File: config.mk
export PLATFORM = sky130hd
export DESIGN_NAME = depth_sorted_layer_table
export DESIGN_NICKNAME = d
export VERILOG_FILES = /design/src/rtl/core/dslt_pkg.sv /design/src/rtl/core/dslt_front.sv /design/src/rtl/core/dslt_engine.sv /design/src/rtl/core/depth_sorted_layer_table.sv
export SDC_FILE = /design/constraint.sdc
export NUM_CORES = 2
export LEC_CHECK = 0
export BUFFER_PORTS_ARGS = -buffer_cell sky130_fd_sc_hd__buf_4
export CAP_MARGIN = 30
export CELL_PAD_IN_SITES_DETAIL_PLACEMENT = 2
export CELL_PAD_IN_SITES_GLOBAL_PLACEMENT = 2
export CORE_MARGIN = 10
export CORE_UTILIZATION = 30
export DETAILED_ROUTE_END_ITERATION = 8
export PLACE_DENSITY_LB_ADDON = 0.1
export SETUP_SLACK_MARGIN = 0.4
export SYNTH_ARGS = -nofsm -noshare
export SYNTH_HDL_FRONTEND = slang
export SYNTH_SLANG_ARGS = --single-unit
File: constraint.sdc
create_clock -name clk -period 12.7 [get_ports clk]
set_input_delay 1.27 -clock clk [delete_from_list [all_inputs] [get_ports clk]]
set_output_delay 1.27 -clock clk [all_outputs]
set_load 0.01 [all_outputs]
File: src/rtl/core/dslt_pkg.sv
// ----------------------------------------------------------------------------
// dslt_pkg
// shared types and codes of the depth sorted layer table
// ----------------------------------------------------------------------------
package dslt_pkg;

  typedef enum logic [2:0] {
    OP_ADD     = 3'd0,
    OP_MOVE    = 3'd1,
    OP_REPLACE = 3'd2,
    OP_REMOVE  = 3'd3,
    OP_RESET   = 3'd4,
    OP_SWEEP   = 3'd5,
    OP_LOOKUP  = 3'd6,
    OP_LIST    = 3'd7
  } op_t;

  localparam logic [1:0] STAT_OK    = 2'd0;
  localparam logic [1:0] STAT_NOENT = 2'd1;
  localparam logic [1:0] STAT_FULL  = 2'd2;
  localparam logic [1:0] STAT_EMPTY = 2'd3;

  typedef struct packed {
    op_t         op;
    logic        scan;
    logic [15:0] depth;
    logic [15:0] handle;
  } cmd_t;

  typedef struct packed {
    logic [15:0] depth;
    logic [15:0] handle;
    logic        mark;
  } ent_t;

  typedef enum logic [3:0] {
    S_IDLE, S_SCAN_RD, S_SCAN_CK, S_DECIDE, S_SHIFT_RD, S_SHIFT_WR, S_INS_WR,
    S_CLR_RD, S_CLR_WR, S_CNT_RD, S_CNT_CK, S_SWP_RD, S_SWP_CK,
    S_LIST_RD, S_LIST_EMIT, S_FIN
  } state_t;

endpackage

File: src/rtl/core/dslt_front.sv
// ----------------------------------------------------------------------------
// dslt_front
// accepts items, decodes the action and queues commands for the engine
// ----------------------------------------------------------------------------
module dslt_front (
  input  logic          clk,
  input  logic          rst_n,
  input  logic          in_valid,
  output logic          in_stall,
  input  logic [2:0]    in_action,
  input  logic [15:0]   in_depth,
  input  logic [15:0]   in_handle,
  output logic          cmd_valid,
  output dslt_pkg::cmd_t cmd,
  input  logic          cmd_pop
);
  import dslt_pkg::*;

  cmd_t       q_r [2];
  logic       wp_r, rp_r;
  logic [1:0] cnt_r;
  cmd_t       dec;
  logic       push;

  // decode: actions that address one depth need a search first
  always_comb begin
    dec.op     = op_t'(in_action);
    dec.depth  = in_depth;
    dec.handle = in_handle;
    dec.scan   = dec.op inside {OP_ADD, OP_MOVE, OP_REPLACE, OP_REMOVE, OP_LOOKUP};
  end

  assign in_stall  = (cnt_r == 2'd2);
  assign push      = in_valid && !in_stall;
  assign cmd_valid = (cnt_r != 2'd0);
  assign cmd       = q_r[rp_r];

  always_ff @(posedge clk) begin
    if (push) q_r[wp_r] <= dec;
  end

  always_ff @(posedge clk) begin
    if (!rst_n) begin
      wp_r  <= 1'b0;
      rp_r  <= 1'b0;
      cnt_r <= 2'd0;
    end else begin
      if (push) wp_r <= ~wp_r;
      if (cmd_pop) rp_r <= ~rp_r;
      cnt_r <= cnt_r + {1'b0, push} - {1'b0, cmd_pop};
    end
  end

endmodule

File: src/rtl/core/dslt_engine.sv
// ----------------------------------------------------------------------------
// dslt_engine
// executes commands on the sorted entry memory and drives the result register
// ----------------------------------------------------------------------------
module dslt_engine #(
  parameter int CAPACITY = 64
) (
  input  logic           clk,
  input  logic           rst_n,
  input  logic           cmd_valid,
  input  dslt_pkg::cmd_t cmd,
  output logic           cmd_pop,
  output logic           out_valid,
  input  logic           out_stall,
  output logic [1:0]     out_status,
  output logic [15:0]    out_entry_handle,
  output logic           out_freed,
  output logic [15:0]    out_entry_depth,
  output logic           out_referenced,
  output logic [6:0]     out_entry_count,
  output logic           out_last
);
  import dslt_pkg::*;

  localparam int IW = (CAPACITY > 1) ? $clog2(CAPACITY) : 1;
  localparam int CW = $clog2(CAPACITY + 1);
  localparam logic [CW-1:0] CAP = CW'(CAPACITY);
  localparam logic [CW-1:0] ONE = CW'(1);

  ent_t mem [CAPACITY];
  ent_t rdata_r;
  logic we, re;
  logic [IW-1:0] waddr, raddr;
  ent_t wdata;

  state_t st_r, st_nxt;
  cmd_t   cmd_r, cmd_nxt;
  logic [CW-1:0] fill_r, fill_nxt, idx_r, idx_nxt, wr_r, wr_nxt;
  logic [CW-1:0] kept_r, kept_nxt, ecnt_r, ecnt_nxt;
  logic [CW-1:0] wr_dec;
  logic [1:0]    fin_r, fin_nxt;

  logic          ov_r;
  logic [1:0]    o_st_r;
  logic [15:0]   o_h_r, o_d_r;
  logic          o_fr_r, o_rf_r, o_last_r;
  logic [CW-1:0] o_cnt_r;
  logic [31:0]   cnt_wide;

  logic          ld, can_ld;
  logic [1:0]    l_st;
  logic [15:0]   l_h, l_d;
  logic          l_fr, l_rf, l_last;
  logic [CW-1:0] l_cnt;
  logic          found, in_rng, nmark;

  always_ff @(posedge clk) begin
    if (we) mem[waddr] <= wdata;
    if (re) rdata_r <= mem[raddr];
  end

  assign can_ld = !ov_r || !out_stall;
  assign in_rng = (idx_r < fill_r);
  assign found  = in_rng && (rdata_r.depth == cmd_r.depth);
  assign wr_dec = wr_r - ONE;

  always_comb begin
    st_nxt = st_r; cmd_nxt = cmd_r; fill_nxt = fill_r; idx_nxt = idx_r;
    wr_nxt = wr_r; kept_nxt = kept_r; ecnt_nxt = ecnt_r; fin_nxt = fin_r;
    cmd_pop = 1'b0;
    we = 1'b0; waddr = idx_r[IW-1:0]; wdata = rdata_r;
    re = 1'b0; raddr = idx_r[IW-1:0];
    ld = 1'b0; l_st = STAT_OK; l_h = '0; l_d = '0; l_fr = 1'b0; l_rf = 1'b0;
    l_last = 1'b1; l_cnt = fill_r;
    nmark = rdata_r.mark;
    case (st_r)
      S_IDLE: begin
        if (cmd_valid) begin
          cmd_pop = 1'b1;
          cmd_nxt = cmd;
          idx_nxt = '0;
          kept_nxt = '0;
          if (cmd.scan) st_nxt = S_SCAN_RD;
          else begin
            case (cmd.op)
              OP_RESET: st_nxt = S_CLR_RD;
              OP_SWEEP: st_nxt = S_CNT_RD;
              default: begin
                if (fill_r == '0) begin
                  fin_nxt = STAT_EMPTY;
                  st_nxt  = S_FIN;
                end else st_nxt = S_LIST_RD;
              end
            endcase
          end
        end
      end
      S_SCAN_RD: begin
        if (in_rng) begin
          re = 1'b1;
          st_nxt = S_SCAN_CK;
        end else st_nxt = S_DECIDE;
      end
      S_SCAN_CK: begin
        if (rdata_r.depth >= cmd_r.depth) st_nxt = S_DECIDE;
        else begin
          idx_nxt = idx_r + ONE;
          st_nxt = S_SCAN_RD;
        end
      end
      S_DECIDE: begin
        if (can_ld) begin
          ld = 1'b1;
          st_nxt = S_IDLE;
          wdata = '{depth: cmd_r.depth, handle: cmd_r.handle, mark: 1'b1};
          if (cmd_r.op == OP_ADD || cmd_r.op == OP_REPLACE) begin
            if (found) begin
              we = 1'b1;
              l_h = rdata_r.handle; l_fr = 1'b1; l_d = cmd_r.depth; l_rf = 1'b1;
            end else if (cmd_r.op == OP_REPLACE && in_rng) begin
              l_st = STAT_NOENT;
            end else if (fill_r >= CAP) begin
              l_st = STAT_FULL; l_d = cmd_r.depth;
            end else begin
              // insert: open a hole at idx by shifting the tail up
              l_h = cmd_r.handle; l_d = cmd_r.depth; l_rf = 1'b1;
              l_cnt = fill_r + ONE;
              wr_nxt = fill_r;
              st_nxt = S_SHIFT_RD;
            end
          end else if (found) begin
            if (cmd_r.op == OP_MOVE) nmark = 1'b1;
            else if (cmd_r.op == OP_REMOVE) nmark = 1'b0;
            we = (cmd_r.op != OP_LOOKUP);
            wdata = '{depth: rdata_r.depth, handle: rdata_r.handle, mark: nmark};
            l_h = rdata_r.handle; l_d = cmd_r.depth; l_rf = nmark;
          end else begin
            l_st = (fill_r == '0) ? STAT_EMPTY : STAT_NOENT;
          end
        end
      end
      S_SHIFT_RD: begin
        if (wr_r > idx_r) begin
          re = 1'b1;
          raddr = wr_dec[IW-1:0];
          st_nxt = S_SHIFT_WR;
        end else st_nxt = S_INS_WR;
      end
      S_SHIFT_WR: begin
        we = 1'b1;
        waddr = wr_r[IW-1:0];
        wr_nxt = wr_dec;
        st_nxt = S_SHIFT_RD;
      end
      S_INS_WR: begin
        we = 1'b1;
        wdata = '{depth: cmd_r.depth, handle: cmd_r.handle, mark: 1'b1};
        fill_nxt = fill_r + ONE;
        st_nxt = S_IDLE;
      end
      S_CLR_RD: begin
        if (in_rng) begin
          re = 1'b1;
          st_nxt = S_CLR_WR;
        end else begin
          fin_nxt = STAT_OK;
          st_nxt = S_FIN;
        end
      end
      S_CLR_WR: begin
        we = 1'b1;
        wdata.mark = 1'b0;
        idx_nxt = idx_r + ONE;
        st_nxt = S_CLR_RD;
      end
      S_CNT_RD: begin
        if (in_rng) begin
          re = 1'b1;
          st_nxt = S_CNT_CK;
        end else begin
          idx_nxt = '0; wr_nxt = '0; ecnt_nxt = '0;
          if (kept_r == fill_r) begin
            fin_nxt = STAT_OK;
            st_nxt = S_FIN;
          end else st_nxt = S_SWP_RD;
        end
      end
      S_CNT_CK: begin
        if (rdata_r.mark) kept_nxt = kept_r + ONE;
        idx_nxt = idx_r + ONE;
        st_nxt = S_CNT_RD;
      end
      S_SWP_RD: begin
        if (in_rng) begin
          re = 1'b1;
          st_nxt = S_SWP_CK;
        end else begin
          fill_nxt = kept_r;
          st_nxt = S_IDLE;
        end
      end
      S_SWP_CK: begin
        if (rdata_r.mark) begin
          we = 1'b1;
          waddr = wr_r[IW-1:0];
          wr_nxt = wr_r + ONE;
          idx_nxt = idx_r + ONE;
          st_nxt = S_SWP_RD;
        end else if (can_ld) begin
          ld = 1'b1;
          l_h = rdata_r.handle; l_fr = 1'b1; l_d = rdata_r.depth;
          l_cnt = kept_r;
          l_last = ((ecnt_r + ONE) == (fill_r - kept_r));
          ecnt_nxt = ecnt_r + ONE;
          idx_nxt = idx_r + ONE;
          st_nxt = S_SWP_RD;
        end
      end
      S_LIST_RD: begin
        re = 1'b1;
        st_nxt = S_LIST_EMIT;
      end
      S_LIST_EMIT: begin
        if (can_ld) begin
          ld = 1'b1;
          l_h = rdata_r.handle; l_d = rdata_r.depth; l_rf = rdata_r.mark;
          l_last = ((idx_r + ONE) == fill_r);
          idx_nxt = idx_r + ONE;
          st_nxt = l_last ? S_IDLE : S_LIST_RD;
        end
      end
      S_FIN: begin
        if (can_ld) begin
          ld = 1'b1;
          l_st = fin_r;
          st_nxt = S_IDLE;
        end
      end
      default: st_nxt = S_IDLE;
    endcase
  end

  always_ff @(posedge clk) begin
    if (!rst_n) begin
      st_r   <= S_IDLE;
      fill_r <= '0;
      ov_r   <= 1'b0;
    end else begin
      st_r   <= st_nxt;
      fill_r <= fill_nxt;
      if (ld) ov_r <= 1'b1;
      else if (!out_stall) ov_r <= 1'b0;
    end
  end

  always_ff @(posedge clk) begin
    cmd_r  <= cmd_nxt;
    idx_r  <= idx_nxt;
    wr_r   <= wr_nxt;
    kept_r <= kept_nxt;
    ecnt_r <= ecnt_nxt;
    fin_r  <= fin_nxt;
    if (ld) begin
      o_st_r   <= l_st;
      o_h_r    <= l_h;
      o_fr_r   <= l_fr;
      o_d_r    <= l_d;
      o_rf_r   <= l_rf;
      o_cnt_r  <= l_cnt;
      o_last_r <= l_last;
    end
  end

  assign cnt_wide         = 32'(o_cnt_r);
  assign out_valid        = ov_r;
  assign out_status       = o_st_r;
  assign out_entry_handle = o_h_r;
  assign out_freed        = o_fr_r;
  assign out_entry_depth  = o_d_r;
  assign out_referenced   = o_rf_r;
  assign out_entry_count  = cnt_wide[6:0];
  assign out_last         = o_last_r;

endmodule

File: src/rtl/core/depth_sorted_layer_table.sv
// ----------------------------------------------------------------------------
// depth_sorted_layer_table
// table of up to CAPACITY entries kept in ascending depth order
// ----------------------------------------------------------------------------
// usage:
//   in_* carries one action (add, move, replace, remove, reset, sweep,
//   lookup, list); a transfer happens when in_valid is high and in_stall low
//   out_* carries the results, one transfer each; out_last marks the final
//   result of an action, every action gives at least one
//   a two-entry command queue lets the sender keep transferring while the
//   engine works; the engine takes one action at a time
//   single-depth actions walk the entries up to the depth; add with insert
//   also shifts the entries above it; reset and list walk every entry;
//   sweep counts over every entry and, if any are unmarked, compacts them
//   the entry memory has registered read data: each entry visited takes a
//   read state and then a check, write or emit state
//   reset (rst_n low at a clock edge) empties the table and drops queued
//   and pending results; no clearing pass is needed
//   when the receiver holds out_stall the result register keeps its value
//   and the engine waits on its next result, the queue keeps filling
// ----------------------------------------------------------------------------
module depth_sorted_layer_table #(
  parameter int CAPACITY = 64
) (
  input  logic        clk,
  input  logic        rst_n,
  input  logic        in_valid,
  output logic        in_stall,
  input  logic [2:0]  in_action,
  input  logic [15:0] in_depth,
  input  logic [15:0] in_handle,
  output logic        out_valid,
  input  logic        out_stall,
  output logic [1:0]  out_status,
  output logic [15:0] out_entry_handle,
  output logic        out_freed,
  output logic [15:0] out_entry_depth,
  output logic        out_referenced,
  output logic [6:0]  out_entry_count,
  output logic        out_last
);
  import dslt_pkg::*;

  // decoded commands between front and engine
  logic cmd_valid;
  logic cmd_pop;
  cmd_t cmd;

  // front: decode and queue
  dslt_front u_front (
    .clk       (clk),
    .rst_n     (rst_n),
    .in_valid  (in_valid),
    .in_stall  (in_stall),
    .in_action (in_action),
    .in_depth  (in_depth),
    .in_handle (in_handle),
    .cmd_valid (cmd_valid),
    .cmd       (cmd),
    .cmd_pop   (cmd_pop)
  );

  // engine: search, shift, compact and report
  dslt_engine #(.CAPACITY(CAPACITY)) u_engine (
    .clk              (clk),
    .rst_n            (rst_n),
    .cmd_valid        (cmd_valid),
    .cmd              (cmd),
    .cmd_pop          (cmd_pop),
    .out_valid        (out_valid),
    .out_stall        (out_stall),
    .out_status       (out_status),
    .out_entry_handle (out_entry_handle),
    .out_freed        (out_freed),
    .out_entry_depth  (out_entry_depth),
    .out_referenced   (out_referenced),
    .out_entry_count  (out_entry_count),
    .out_last         (out_last)
  );

endmodule

==> reports/qor.csv <==
stage;metric;value;unit
route;drc;0;
route;detail_route.wl_per_cell;33.8;µm
pwr;vdd_drop_max;0.228;mV
timing;fin_crit_sh;55.6;%
floorplan;initial_utilization;30.1;%
pwr;intPower;0.0175;W
route;drtPass1Iterations;5;
clock_network;clk_latency;0.90;ns
placed_design;routabilityCongestion;0.774;
final_layout;drive_above_1_share;12.9;%
timing;drv_slew;0;
synthesis;synth_edf_count;2325;
worst_setup_path;ff2ff_setup_slack;5.64;ns
worst_setup_path;crit_fanout;99;
timing;max_freq;142;MHz
final_layout;areaGrowthSynthToFinish;16.3;%
final_layout;post-route-util;35.0;%
floorplan;die_area;0.338;mm²
route;routed_wl;382000;µm
clock_network;cts_sinks;2342;
pwr;power_frac_comb;38.1;%
route;drt_iter0_drc;5040;
timing;hold_viol_final;0;
route;vias_per_cell;5.43;
floorplan;die_w;582;µm
worst_setup_path;timing.rr.end;u_engine.rdata_r[19];
pwr;p_clk_share;26.3;%
clock_network;cts_buffers;280;
timing;fin_setup_tns;0;ns
worst_setup_path;arrival;7.67;ns
min_path;min_delay_path_depth;2;
final_layout;final_nets;7026;
pwr;switching_share;41.4;%
floorplan;die_h;582;µm
grt;antenna_found_initial;23;
clock_network;clock_tree.buffer_depth;4;
placed_design;place_ws;5.51;ns
synthesis;mappedNetlistNets;6843;
placed_design;hpwl;218000;µm
pwr;p_per_area;271;mW/mm²
synthesis;syn_inst;6758;
grt;grt_pass1_vias;64800;
placed_design;io_buffer_count;84;
floorplan;row_count;206;
outcome;status;finished, final reports clean;
grt;grt_use_total;21.8;%
flow_run;maxCapViolCount;0;
timing;clock_skew;0.0339;ns
timing;finalWorstSetupSlack;5.64;ns
worst_setup_path;required;13.31;ns
final_layout;final_area;0.110;mm²
worst_setup_path;critPathLaunchType;flop;
synthesis;seq_area_frac_synth;74.1;%
synthesis;ys.flop_type;edfxtp_1;
route;dr_total_vias;61400;
clock_network;clk_pin_slew;0.06;ns
min_path;worstHoldStart;u_front.rp_r;
synthesis;ys_ff_latch;2342;
worst_setup_path;reg2reg_from;u_engine.idx_r[2];
synthesis;synth_cell_types;77;
timing;rsz0062_at_grt;false;
timing;max-slew-margin-rel;30.3;%
pwr;seqPwrFrac;35.6;%
synthesis;synth_top_cell_by_area;edfxtp_1;
grt;grt_max_degree;126;
final_layout;layout_common_cells;2,325 x edfxtp_1, 1,603 x nand2_1, 561 x nand3_1;
placed_design;dpl_cell_area;0.101;mm²
clock_network;cts_tree;built;
synthesis;synth_area_leaders;edfxtp_1 74%, nand2_1 6.4%, nand3_1 3.0%;
min_path;hp-class;flop to flop;
synthesis;syn_area;0.0947;mm²
grt;grt_pass1_wl;532000;µm
timing;fin_crit;7.06;ns
floorplan;coreArea;0.314;mm²
final_layout;mostFrequentLayoutCell;edfxtp_1;
timing;fin_hold_ws;0.537;ns
clock_network;ctsResizeCount;0;
synthesis;yosys_warnings;0;
synthesis;syn_avg_cell_area;14.0;µm²
timing;finalSetupViolations;0;
synthesis;synthArstFlopShare;0;%
floorplan;pin_count;85;
route;final_antenna_net_count;0;
clock_network;clockRootBuffer;clkbuf_16;
pwr;p_switching;0.0123;W
clock_network;cts_htree_levels;5;
clock_network;post_cts_buffers;0;
pwr;p_leak;37.0;nW
timing;worst_pin_slew;1.05;ns
worst_setup_path;cp-end-kind;flop;
clock_network;cts_hold_buf;0;
grt;overflow;0;
worst_setup_path;path_class;flop to flop;
synthesis;synth_top_area_share;73.8;%
worst_setup_path;ff2ff_path_depth;15;
==> worst max path at each step <==
stage,startpoint,end,slack [ns],cells past startpoint
after floorplan,u_engine.fill_r[1],u_engine.mem[33][0],7.17,14
after global placement,u_engine.idx_r[2],u_engine.rdata_r[13],5.19,14
after detailed placement,u_engine.idx_r[2],u_engine.rdata_r[19],5.51,15
after CTS,u_engine.idx_r[2],u_engine.rdata_r[19],5.48,15
after global routing,u_engine.idx_r[2],u_engine.rdata_r[19],5.35,15
final,u_engine.idx_r[2],u_engine.rdata_r[19],5.64,15
==> through the flow <==
stage	cells	power (W)
2_1_floorplan	6758	0.0166
3_3_place_gp	10800	0.0221
3_5_place_dp	10800	0.0223
4_1_cts	11300	0.0302
5_1_grt	11300	0.0311
6_report	11300	0.0298
==> worst max-delay path, cell delays in order, from the launching register on <==
cell	delay, ns
edfxtp_1	0.81
inv_1	0.32
ha_1	0.41
nand3b_1	0.12
a21oi_2	0.24
o21ba_2	0.52
mux2i_4	0.74
buf_4	0.60
buf_12	0.48
buf_4	0.69
mux2i_1	0.28
o221ai_1	0.16
a31oi_1	0.21
o21ai_0	0.18
a21oi_1	0.56
nand3_1	0.13
==> sequential cells by signal, indices dropped and copies added, names as in the netlist, 16 cells and up, named ones only <==
signal and flops:
u_engine.out_entry_depth 16, u_engine.out_entry_handle 16, u_engine.cmd_r 35, u_front.q_r 72
u_engine.mem 2112, u_engine.rdata_r 33
==> metal layers <==
| metal | up-vias | part of all wire [%] | track usage, % |
|---|---|---|---|
| met5 | - | 0 | 0 |
| met1 | 33600 | 45 | 29.6 |
| met3 | 459 | 3.6 | 2.44 |
| met4 | 0 | 2.7 | 5.47 |
| li1 | 25900 | - | - |
| met2 | 1360 | 49 | 37.3 |
==> cell usage after synthesis (all sizes together), types with 14 or more instances <==
library cell  instances
a22o                 37
mux2i               236
o221ai               78
nor3                112
and3                108
nand2              1604
a311oi              124
edfxtp             2325
ha                   45
inv                  47
a21oi               184
buf                 255
a211oi               24
nand4                26
o211ai               21
a211o                16
a2111oi              24
dfxtp                17
o21a                 16
mux2                 70
clkbuf              190
xor2                 14
a221oi               15
mux4                 30
nor2                100
a31oi               133
o21ai               116
nand3               561
xnor2                37
o22ai                40
==> final cells by class <==
type                            count  area [µm²]
Fill cell                       31800      204000
Sequential cell                  2342       70200
Multi-Input combinational cell   3922       22900
Clock buffer                      344        7370
Tap cell                         4160        5200
Timing Repair Buffer              346        2950
Clock inverter                    141        1280
Inverter                           49         184
Antenna cell                        9        22.5
==> cell families (layout without fill, tap and decap cells) <==
family / after synthesis / in the layout / synth area share (%)
AOI/OAI and AO/OA: 908 / 908 / 6.67
and+or+nand+nor: 2581 / 2581 / 11.7
buffers and inverters: 494 / 880 / 2.34
xor gates and xnor gates: 51 / 51 / 0.472
other: 0 / 9 / 0
adders and majority gates: 46 / 46 / 0.616
DFF: 2342 / 2342 / 74.1
muxes: 336 / 336 / 4.09
==> power by group through the flow <==
stage	sequential [W]	combinational (W)	clock, W
6_report	0.0106	0.0114	0.00783
2_1_floorplan	0.0105	0.00612	0
3_5_place_dp	0.0108	0.0115	0
3_3_place_gp	0.0108	0.0113	0
4_1_cts	0.0106	0.0116	0.00803
5_1_grt	0.0106	0.0122	0.00833
Note: power is estimated with default switching activity, not from simulation.
